<file path="config.mk">
export PLATFORM = sky130hd
export DESIGN_NAME = preemptive_priority_scheduler
export DESIGN_NICKNAME = d
export VERILOG_FILES = /design/src/design/pps_pkg.sv /design/src/design/pps_proc_ram.sv /design/src/design/pps_select.sv /design/src/design/preemptive_priority_scheduler.sv
export SDC_FILE = /design/constraint.sdc
export NUM_CORES = 2
export LEC_CHECK = 0
export BUFFER_PORTS_ARGS = -buffer_cell sky130_fd_sc_hd__buf_2
export CORE_AREA = 5 5 255 357
export CTS_CLUSTER_DIAMETER = 120
export DETAILED_ROUTE_END_ITERATION = 16
export DIE_AREA = 0 0 260 362
export GPL_ROUTABILITY_DRIVEN = 0
export PLACE_DENSITY = 0.77
export SLEW_MARGIN = 25
export SYNTH_ARGS = -nofsm -noshare
export SYNTH_HDL_FRONTEND = slang
export SYNTH_SLANG_ARGS = --single-unit
</file>
<file path="constraint.sdc">
create_clock -name clk -period 10.3 [get_ports clk]
set_input_delay 1.545 -clock clk [delete_from_list [all_inputs] [get_ports clk]]
set_output_delay 1.545 -clock clk [all_outputs]
set_load 0.01 [all_outputs]
</file>
<file path="src/design/pps_pkg.sv">
// Shared types and constants for the preemptive priority scheduler.
// No dependencies; used by every module of the block.
package pps_pkg;

  localparam int DEF_MAX_PROCS = 16;

  localparam int ARR_W   = 16;
  localparam int BURST_W = 16;
  localparam int PRI_W   = 8;
  localparam int TIME_W  = 32;
  localparam int PID_W   = 4;

  localparam int IN_DATA_W  = 40;
  localparam int OUT_DATA_W = 104;

  localparam logic KIND_LOAD = 1'b0;
  localparam logic KIND_TICK = 1'b1;

  typedef struct packed {
    logic [ARR_W-1:0]   arrival;
    logic [BURST_W-1:0] burst;
    logic [BURST_W-1:0] remaining;
    logic [PRI_W-1:0]   priority_lvl;
  } proc_entry_t;

  typedef struct packed {
    logic        found;
    proc_entry_t entry;
  } best_t;

endpackage

</file>
<file path="src/design/pps_proc_ram.sv">
// Process table storage: one write port, one registered read port.
// Depends on pps_pkg for the entry type.
module pps_proc_ram
  import pps_pkg::*;
#(
  parameter int DEPTH  = DEF_MAX_PROCS,
  parameter int ADDR_W = 4
) (
  input  logic              clk,
  input  logic              we,
  input  logic [ADDR_W-1:0] waddr,
  input  proc_entry_t       wdata,
  input  logic              re,
  input  logic [ADDR_W-1:0] raddr,
  output proc_entry_t       rdata
);

  proc_entry_t mem [DEPTH];

  always_ff @(posedge clk) begin
    if (we) begin
      mem[waddr] <= wdata;
    end
  end

  always_ff @(posedge clk) begin
    if (re) begin
      rdata <= mem[raddr];
    end
  end

endmodule

</file>
<file path="src/design/pps_select.sv">
// Running best-candidate tracker fed by the table scan, one entry per cycle.
// Depends on pps_pkg for entry and result types.
module pps_select
  import pps_pkg::*;
#(
  parameter int ADDR_W = 4
) (
  input  logic              clk,
  input  logic              rst_n,
  input  logic              clear,
  input  logic [TIME_W-1:0] cur_time,
  input  logic              rd_vld,
  input  logic [ADDR_W-1:0] rd_idx,
  input  proc_entry_t       rd_data,
  output best_t             best,
  output logic [ADDR_W-1:0] best_idx
);

  logic              found_r;
  proc_entry_t       entry_r;
  logic [ADDR_W-1:0] idx_r;
  logic              take;

  assign take = rd_vld
             && ({{(TIME_W-ARR_W){1'b0}}, rd_data.arrival} <= cur_time)
             && (rd_data.remaining != '0)
             && (!found_r || (rd_data.priority_lvl < entry_r.priority_lvl));

  always_ff @(posedge clk) begin
    if (!rst_n) begin
      found_r <= 1'b0;
    end else if (clear) begin
      found_r <= 1'b0;
    end else if (take) begin
      found_r <= 1'b1;
    end
  end

  always_ff @(posedge clk) begin
    if (take && !clear) begin
      entry_r <= rd_data;
      idx_r   <= rd_idx;
    end
  end

  assign best.found = found_r;
  assign best.entry = entry_r;
  assign best_idx   = idx_r;

endmodule

</file>
<file path="src/design/preemptive_priority_scheduler.sv">
// A load transaction passes through the accepting state, a table write state and a report
// state. A tick transaction passes through the accepting state, a scan of the process table
// RAM (registered read port) at one slot per cycle, a drain state for the read latency, a
// read-modify-write state and a report state; an empty table skips the scan and the drain
// state. One transaction is worked on at a time; a finished result sits in the output
// register, so the next transaction is accepted while it waits, and its report state
// stretches until that register is free.
// Depends on pps_pkg, pps_proc_ram and pps_select.
module preemptive_priority_scheduler
  import pps_pkg::*;
#(
  parameter int MAX_PROCS = DEF_MAX_PROCS
) (
  input  logic                  clk,
  input  logic                  rst_n,
  input  logic                  in_tvalid,
  output logic                  in_tready,
  // [15:0] arrival_time, [31:16] burst_time, [39:32] priority_req
  input  logic [IN_DATA_W-1:0]  in_tdata,
  // [0] kind
  input  logic                  in_tuser,
  output logic                  out_tvalid,
  input  logic                  out_tready,
  // [0] load_accepted, [4:1] process_id, [5] ran, [6] finished,
  // [38:7] completion_time, [70:39] turnaround, [102:71] waiting, [103] all_done
  output logic [OUT_DATA_W-1:0] out_tdata
);

  localparam int ADDR_W = (MAX_PROCS > 1) ? $clog2(MAX_PROCS) : 1;
  localparam int CNT_W  = $clog2(MAX_PROCS + 1);
  localparam int EXT_W  = (CNT_W > PID_W) ? CNT_W : PID_W;

  localparam logic [2:0] ST_IDLE  = 3'd0;
  localparam logic [2:0] ST_LOAD  = 3'd1;
  localparam logic [2:0] ST_SCAN  = 3'd2;
  localparam logic [2:0] ST_DRAIN = 3'd3;
  localparam logic [2:0] ST_UPD   = 3'd4;
  localparam logic [2:0] ST_EMIT  = 3'd5;

  logic [2:0]            state_r, state_nxt;
  logic [CNT_W-1:0]      loaded_count_r, loaded_count_nxt;
  logic [CNT_W-1:0]      finished_count_r, finished_count_nxt;
  logic [TIME_W-1:0]     cur_time_r, cur_time_nxt;
  logic [CNT_W-1:0]      scan_idx_r, scan_idx_nxt;
  logic                  rd_vld_r, rd_vld_nxt;
  logic [ADDR_W-1:0]     rd_idx_r;

  logic [ARR_W-1:0]      req_arrival_r;
  logic [BURST_W-1:0]    req_burst_r;
  logic [PRI_W-1:0]      req_pri_r;

  logic                  res_acc_r, res_acc_nxt;
  logic [PID_W-1:0]      res_pid_r, res_pid_nxt;
  logic                  res_ran_r, res_ran_nxt;
  logic                  res_fin_r, res_fin_nxt;
  logic [TIME_W-1:0]     res_ct_r, res_ct_nxt;
  logic [TIME_W-1:0]     res_tat_r, res_tat_nxt;
  logic [BURST_W-1:0]    res_burst_r, res_burst_nxt;

  logic                  out_valid_r;
  logic [OUT_DATA_W-1:0] out_data_r;

  logic                  in_acc;
  logic                  out_free;
  logic                  emit;
  logic                  sel_clear;

  logic                  ram_we;
  logic [ADDR_W-1:0]     ram_waddr;
  proc_entry_t           ram_wdata;
  logic                  ram_re;
  proc_entry_t           ram_rdata;

  best_t                 best;
  logic [ADDR_W-1:0]     best_idx;
  logic [EXT_W-1:0]      slot_ext;
  logic [EXT_W-1:0]      best_ext;
  logic [BURST_W-1:0]    rem_dec;
  logic [TIME_W-1:0]     tat_calc;
  logic [TIME_W-1:0]     wt_calc;
  logic [TIME_W-1:0]     burst_ext;
  logic                  all_done;

  assign in_tready = (state_r == ST_IDLE);
  assign in_acc    = in_tvalid && in_tready;
  assign out_free  = !out_valid_r || out_tready;
  assign emit      = (state_r == ST_EMIT) && out_free;
  assign sel_clear = in_acc && (in_tuser == KIND_TICK);

  assign slot_ext  = EXT_W'(loaded_count_r);
  assign best_ext  = EXT_W'(best_idx);
  assign rem_dec   = best.entry.remaining - BURST_W'(1);
  assign tat_calc  = cur_time_nxt - {{(TIME_W-ARR_W){1'b0}}, best.entry.arrival};
  assign burst_ext = {{(TIME_W-BURST_W){1'b0}}, res_burst_r};
  assign wt_calc   = (res_fin_r && (res_tat_r >= burst_ext)) ? (res_tat_r - burst_ext) : '0;
  assign all_done  = (finished_count_r == loaded_count_r);

  pps_proc_ram #(
    .DEPTH  (MAX_PROCS),
    .ADDR_W (ADDR_W)
  ) u_ram (
    .clk   (clk),
    .we    (ram_we),
    .waddr (ram_waddr),
    .wdata (ram_wdata),
    .re    (ram_re),
    .raddr (scan_idx_r[ADDR_W-1:0]),
    .rdata (ram_rdata)
  );

  pps_select #(
    .ADDR_W (ADDR_W)
  ) u_select (
    .clk      (clk),
    .rst_n    (rst_n),
    .clear    (sel_clear),
    .cur_time (cur_time_r),
    .rd_vld   (rd_vld_r),
    .rd_idx   (rd_idx_r),
    .rd_data  (ram_rdata),
    .best     (best),
    .best_idx (best_idx)
  );

  always_comb begin
    state_nxt          = state_r;
    loaded_count_nxt   = loaded_count_r;
    finished_count_nxt = finished_count_r;
    cur_time_nxt       = cur_time_r;
    scan_idx_nxt       = scan_idx_r;
    rd_vld_nxt         = 1'b0;
    res_acc_nxt        = res_acc_r;
    res_pid_nxt        = res_pid_r;
    res_ran_nxt        = res_ran_r;
    res_fin_nxt        = res_fin_r;
    res_ct_nxt         = res_ct_r;
    res_tat_nxt        = res_tat_r;
    res_burst_nxt      = res_burst_r;
    ram_we             = 1'b0;
    ram_waddr          = loaded_count_r[ADDR_W-1:0];
    ram_wdata          = '{arrival: req_arrival_r, burst: req_burst_r,
                           remaining: req_burst_r, priority_lvl: req_pri_r};
    ram_re             = 1'b0;
    if (cur_time_r != '1) begin
      cur_time_nxt = cur_time_r + TIME_W'(1);
    end
    unique case (state_r)
      ST_IDLE: begin
        cur_time_nxt = cur_time_r;
        if (in_acc) begin
          scan_idx_nxt = '0;
          if (in_tuser == KIND_LOAD) begin
            state_nxt = ST_LOAD;
          end else if (loaded_count_r == '0) begin
            state_nxt = ST_UPD;
          end else begin
            state_nxt = ST_SCAN;
          end
        end
      end
      ST_LOAD: begin
        cur_time_nxt = cur_time_r;
        res_ran_nxt  = 1'b0;
        res_fin_nxt  = 1'b0;
        res_ct_nxt   = '0;
        res_tat_nxt  = '0;
        if ((loaded_count_r < CNT_W'(MAX_PROCS)) && (req_burst_r != '0)) begin
          ram_we           = 1'b1;
          loaded_count_nxt = loaded_count_r + CNT_W'(1);
          res_acc_nxt      = 1'b1;
          res_pid_nxt      = slot_ext[PID_W-1:0];
        end else begin
          res_acc_nxt = 1'b0;
          res_pid_nxt = '0;
        end
        state_nxt = ST_EMIT;
      end
      ST_SCAN: begin
        cur_time_nxt = cur_time_r;
        ram_re       = 1'b1;
        rd_vld_nxt   = 1'b1;
        scan_idx_nxt = scan_idx_r + CNT_W'(1);
        if (scan_idx_r == loaded_count_r - CNT_W'(1)) begin
          state_nxt = ST_DRAIN;
        end
      end
      ST_DRAIN: begin
        cur_time_nxt = cur_time_r;
        state_nxt    = ST_UPD;
      end
      ST_UPD: begin
        res_acc_nxt   = 1'b0;
        res_burst_nxt = best.entry.burst;
        ram_waddr     = best_idx;
        ram_wdata     = best.entry;
        ram_wdata.remaining = rem_dec;
        if (best.found) begin
          ram_we      = 1'b1;
          res_pid_nxt = best_ext[PID_W-1:0];
          res_ran_nxt = 1'b1;
          if (rem_dec == '0) begin
            res_fin_nxt        = 1'b1;
            finished_count_nxt = finished_count_r + CNT_W'(1);
            res_ct_nxt         = cur_time_nxt;
            res_tat_nxt        = tat_calc;
          end else begin
            res_fin_nxt = 1'b0;
            res_ct_nxt  = '0;
            res_tat_nxt = '0;
          end
        end else begin
          res_pid_nxt = '0;
          res_ran_nxt = 1'b0;
          res_fin_nxt = 1'b0;
          res_ct_nxt  = '0;
          res_tat_nxt = '0;
        end
        state_nxt = ST_EMIT;
      end
      ST_EMIT: begin
        cur_time_nxt = cur_time_r;
        if (out_free) begin
          state_nxt = ST_IDLE;
        end
      end
      default: begin
        cur_time_nxt = cur_time_r;
        state_nxt    = ST_IDLE;
      end
    endcase
  end

  always_ff @(posedge clk) begin
    if (!rst_n) begin
      state_r          <= ST_IDLE;
      loaded_count_r   <= '0;
      finished_count_r <= '0;
      cur_time_r       <= '0;
      scan_idx_r       <= '0;
      rd_vld_r         <= 1'b0;
      out_valid_r      <= 1'b0;
    end else begin
      state_r          <= state_nxt;
      loaded_count_r   <= loaded_count_nxt;
      finished_count_r <= finished_count_nxt;
      cur_time_r       <= cur_time_nxt;
      scan_idx_r       <= scan_idx_nxt;
      rd_vld_r         <= rd_vld_nxt;
      if (emit) begin
        out_valid_r <= 1'b1;
      end else if (out_tready) begin
        out_valid_r <= 1'b0;
      end
    end
  end

  always_ff @(posedge clk) begin
    rd_idx_r    <= scan_idx_r[ADDR_W-1:0];
    res_acc_r   <= res_acc_nxt;
    res_pid_r   <= res_pid_nxt;
    res_ran_r   <= res_ran_nxt;
    res_fin_r   <= res_fin_nxt;
    res_ct_r    <= res_ct_nxt;
    res_tat_r   <= res_tat_nxt;
    res_burst_r <= res_burst_nxt;
    if (in_acc) begin
      req_arrival_r <= in_tdata[15:0];
      req_burst_r   <= in_tdata[31:16];
      req_pri_r     <= in_tdata[39:32];
    end
    if (emit) begin
      out_data_r <= {all_done, wt_calc, res_tat_r, res_ct_r,
                     res_fin_r, res_ran_r, res_pid_r, res_acc_r};
    end
  end

  assign out_tvalid = out_valid_r;
  assign out_tdata  = out_data_r;

endmodule
</file>
==> results.py <==
metrics = {
    "die": {
        "io_pins": 151,
        "floorplan.initialDensity": 0.593,
        "coreArea_um2": 87600,
        "dieArea_um2": 94100,
        "num_rows": 129,
        "fp.dieH_um": 362,
        "fp.dieW_um": 260,
    },
    "logic_synthesis": {
        "synth.ff_latch_count": 1300,
        "ys_types": 78,
        "synth_compound_area_frac": 0.0230,
        "netlist_area_um2": 52000,
        "synthXorXnorAreaFrac": 0.0249,
        "yosys.area_share.simple": 0.0580,
        "ys_async_sr_fraction": 0,
        "synth_nets": 2883,
        "synth_seq_area_share": 0.740,
        "yosys_warnings": 0,
        "syn_inst": 2774,
        "synth_top_family_by_area": "multiplexers",
        "muxShareOfSynthArea": 0.122,
        "synth-edff-count": 1243,
        "synth_flop_cell": "edfxtp_1",
        "syn_area_per_cell_um2": 18.7,
        "synthAdderAreaFrac": 0.0157,
    },
    "clocking": {
        "tritoncts": "yes",
        "cts_sinks": 1300,
        "numCtsBuffers": 113,
        "cts_hold_buf": 0,
        "cts.path.max_buffers": 3,
        "htree_levels": 3,
        "root_buffer": "clkbuf_16",
        "path_clk_slew_ns": 0.06,
        "post_cts_buffers": 0,
        "clk_latency_ns": 0.72,
        "cts_resized": 0,
    },
    "sta": {
        "slew_headroom": 0.246,
        "hold_viol": 0,
        "fin_crit_ns": 5.57,
        "drv_slew": 0,
        "finalSetupViolCount": 0,
        "worstMarginPinSlew_ns": 1.13,
        "max_freq_mhz": 180,
        "rsz0062_at_grt": "no",
        "period_share": 0.540,
        "skew_ns": 0.0258,
        "fin_setup_tns_ns": 0,
    },
    "worst_setup_path": {
        "crit_buf_inv": 1,
        "critical_path_class": "reg2reg",
        "critPathMaxStageDelay_ns": 0.59,
        "critPathTopFamily": "simple AND/OR/NAND/NOR gates",
        "worst-path-max-fanout": 10,
        "crit_path_end_kind": "flop",
        "cp.arrival_ns": 5.99,
        "crit_slowest_cell": "nor4_4",
        "required_ns": 10.72,
        "critical_path.cell_chain": "nand4_1 -> nor4_4 -> and3_1 -> nor2_1 -> xnor2_1 -> ha_1 -> inv_1 -> fa_1 -> a21o_1 -> a22oi_1 -> a21oi_1 -> a41o_1 -> a221oi_1 -> nand4b_2 -> nand4b_1 -> xnor2_1 -> nor2_1",
        "start_kind": "flop",
    },
    "status": {
        "outcome": "completed",
    },
    "detailed_routing": {
        "wl_per_cell_um": 28.9,
        "drc": 0,
        "via_count": 27127,
        "vias_per_cell": 6.38,
        "first_iter_violations": 3207,
        "drt-pass1-iter-count": 7,
        "wl_um": 123000,
        "detail-route-antenna-nets": 0,
    },
    "power": {
        "power_density_nw_per_um2": 206,
        "p_leak_uw": 0.0188,
        "power_uw": 12000,
        "peakVddDrop_uv": 124,
    },
    "layout": {
        "area_growth_pct": 12.1,
        "fillers": 5367,
        "drive_above_1_share": 0.237,
        "nets": 3087,
    },
    "global_route": {
        "grt_max_degree": 158,
        "grt_usage": 0.264,
        "grt_antenna_before_repair": 4,
        "overflow": 0,
        "grt_pass1_vias": 27928,
        "grt_pass1_wl_um": 183000,
    },
    "placed_design": {
        "hpwlAfterDp_um": 70300,
        "numPortBuffers": 150,
    },
    "flow_run": {
        "maxCapViolCount": 0,
    },
    "worst_hold_path": {
        "hold_path_class": "reg2reg",
    },
}
[sequential cells by signal, summed over array words and instances (netlist names), 32 cells and up]
| register | cells |
|---|---|
| cur_time_r | 32 |
| out_tdata | 104 |
| res_ct_r | 32 |
| res_tat_r | 32 |
| u_ram.mem | 896 |
| u_ram.rdata | 56 |
| u_select.best | 56 |
[Yosys cell counts (34+ instances only)]
cell	number	area (um^2)
edfxtp_1	1243	37300
ha_1	62	776
mux4_2	280	6310
xnor2_1	94	823
o21ai_0	73	365
inv_1	73	274
xor2_1	50	438
nand2_1	146	548
dfxtp_1	57	1140
a21oi_1	39	195
nor2_1	164	616
clkbuf_1	69	259
nor3_1	44	220
nand3_1	34	170
[cells in the final DEF (no fill, tap or decap), types with 13 or more instances in the layout]
cell type / netlist / final
edfxtp_1: 1243 / 1243
mux4_2: 280 / 280
buf_2: 7 / 150
nor2_1: 164 / 147
nand2_1: 146 / 146
clkbuf_16: 0 / 115
xnor2_1: 94 / 94
inv_1: 73 / 71
ha_1: 62 / 62
o21ai_0: 73 / 59
buf_4: 5 / 55
dfxtp_1: 57 / 53
xor2_1: 50 / 50
nor3_1: 44 / 44
a21oi_1: 39 / 39
nand3_1: 34 / 34
and2_1: 33 / 33
nand4_1: 29 / 29
nor2b_1: 29 / 28
clkinv_1: 0 / 26
clkbuf_1: 69 / 22
nor4_1: 21 / 21
bufinv_16: 0 / 19
nor2_4: 0 / 17
and3_1: 14 / 14
clkinv_2: 0 / 14
o21a_1: 13 / 13
[stage by stage]
stage,cell area [um^2],util,cells,hold slack (ns),setup slack [ns]
floorplan,52000,-,2774,0.329,3.81
global placement,54200,0.619,4036,0.387,5.00
detailed placement,54300,0.620,4040,0.390,4.87
CTS,58200,0.664,4251,0.405,4.79
global route,58300,0.665,4253,0.413,4.36
finish,58300,0.665,4254,0.411,4.73
[area by class of cell]
cell class                      instances  area, um^2  area share
Inverter                               75         282     0.00483
Timing Repair Buffer                  213        1330      0.0228
Clock buffer                          141        3020      0.0517
Multi-Input combinational cell       1275       12800       0.220
Tap cell                             1179        1480      0.0253
Clock inverter                         70         857      0.0147
Sequential cell                      1300       38500       0.660
Antenna cell                            1        2.50   0.0000429
[path summary, 6_finish.rpt]
kind	startpoint	endpoint	slack, ns	depth (start not counted)
worst max-delay path	cur_time_r[19]$_SDFF_PN0_	res_tat_r[28]$_SDFFCE_PN0N_	4.73	17
worst min-delay path	rd_idx_r[3]$_DFF_P_	u_select.best_idx[3]$_DFFE_PP_	0.41	0
worst max register to register	cur_time_r[19]$_SDFF_PN0_	res_tat_r[28]$_SDFFCE_PN0N_	4.73	17
worst min register to register	rd_idx_r[3]$_DFF_P_	u_select.best_idx[3]$_DFFE_PP_	0.41	0
[cell families (layout without fill, tap and decap cells)]
family / count (synthesis) / in the layout
mux: 283 / 283
compound gates: 190 / 190
buf+inv: 199 / 499
simple gates: 592 / 592
flops: 1300 / 1300
xor+xnor: 146 / 146
fa+ha+maj: 64 / 64
other cells: 0 / 1
[metal layers]
layer / track usage / routed length [um] / up-vias
met2: 0.462 / 64600 / 1535
met1: 0.321 / 42000 / 13846
met3: 0.0430 / 9670 / 333
met4: 0.128 / 6800 / 6
met5: 0 / 43 / -
li1: - / - / 11407
[power breakdown]
part           internal (uW)  switching [uW]  leakage, uW  total [uW]
clock                   2550            1880      0.00188        4430
combinational            346             777      0.00511        1120
sequential              6330             130       0.0118        6460
total                   9230            2780       0.0188       12000
No activity file was read; power rests on OpenSTA's default activity.
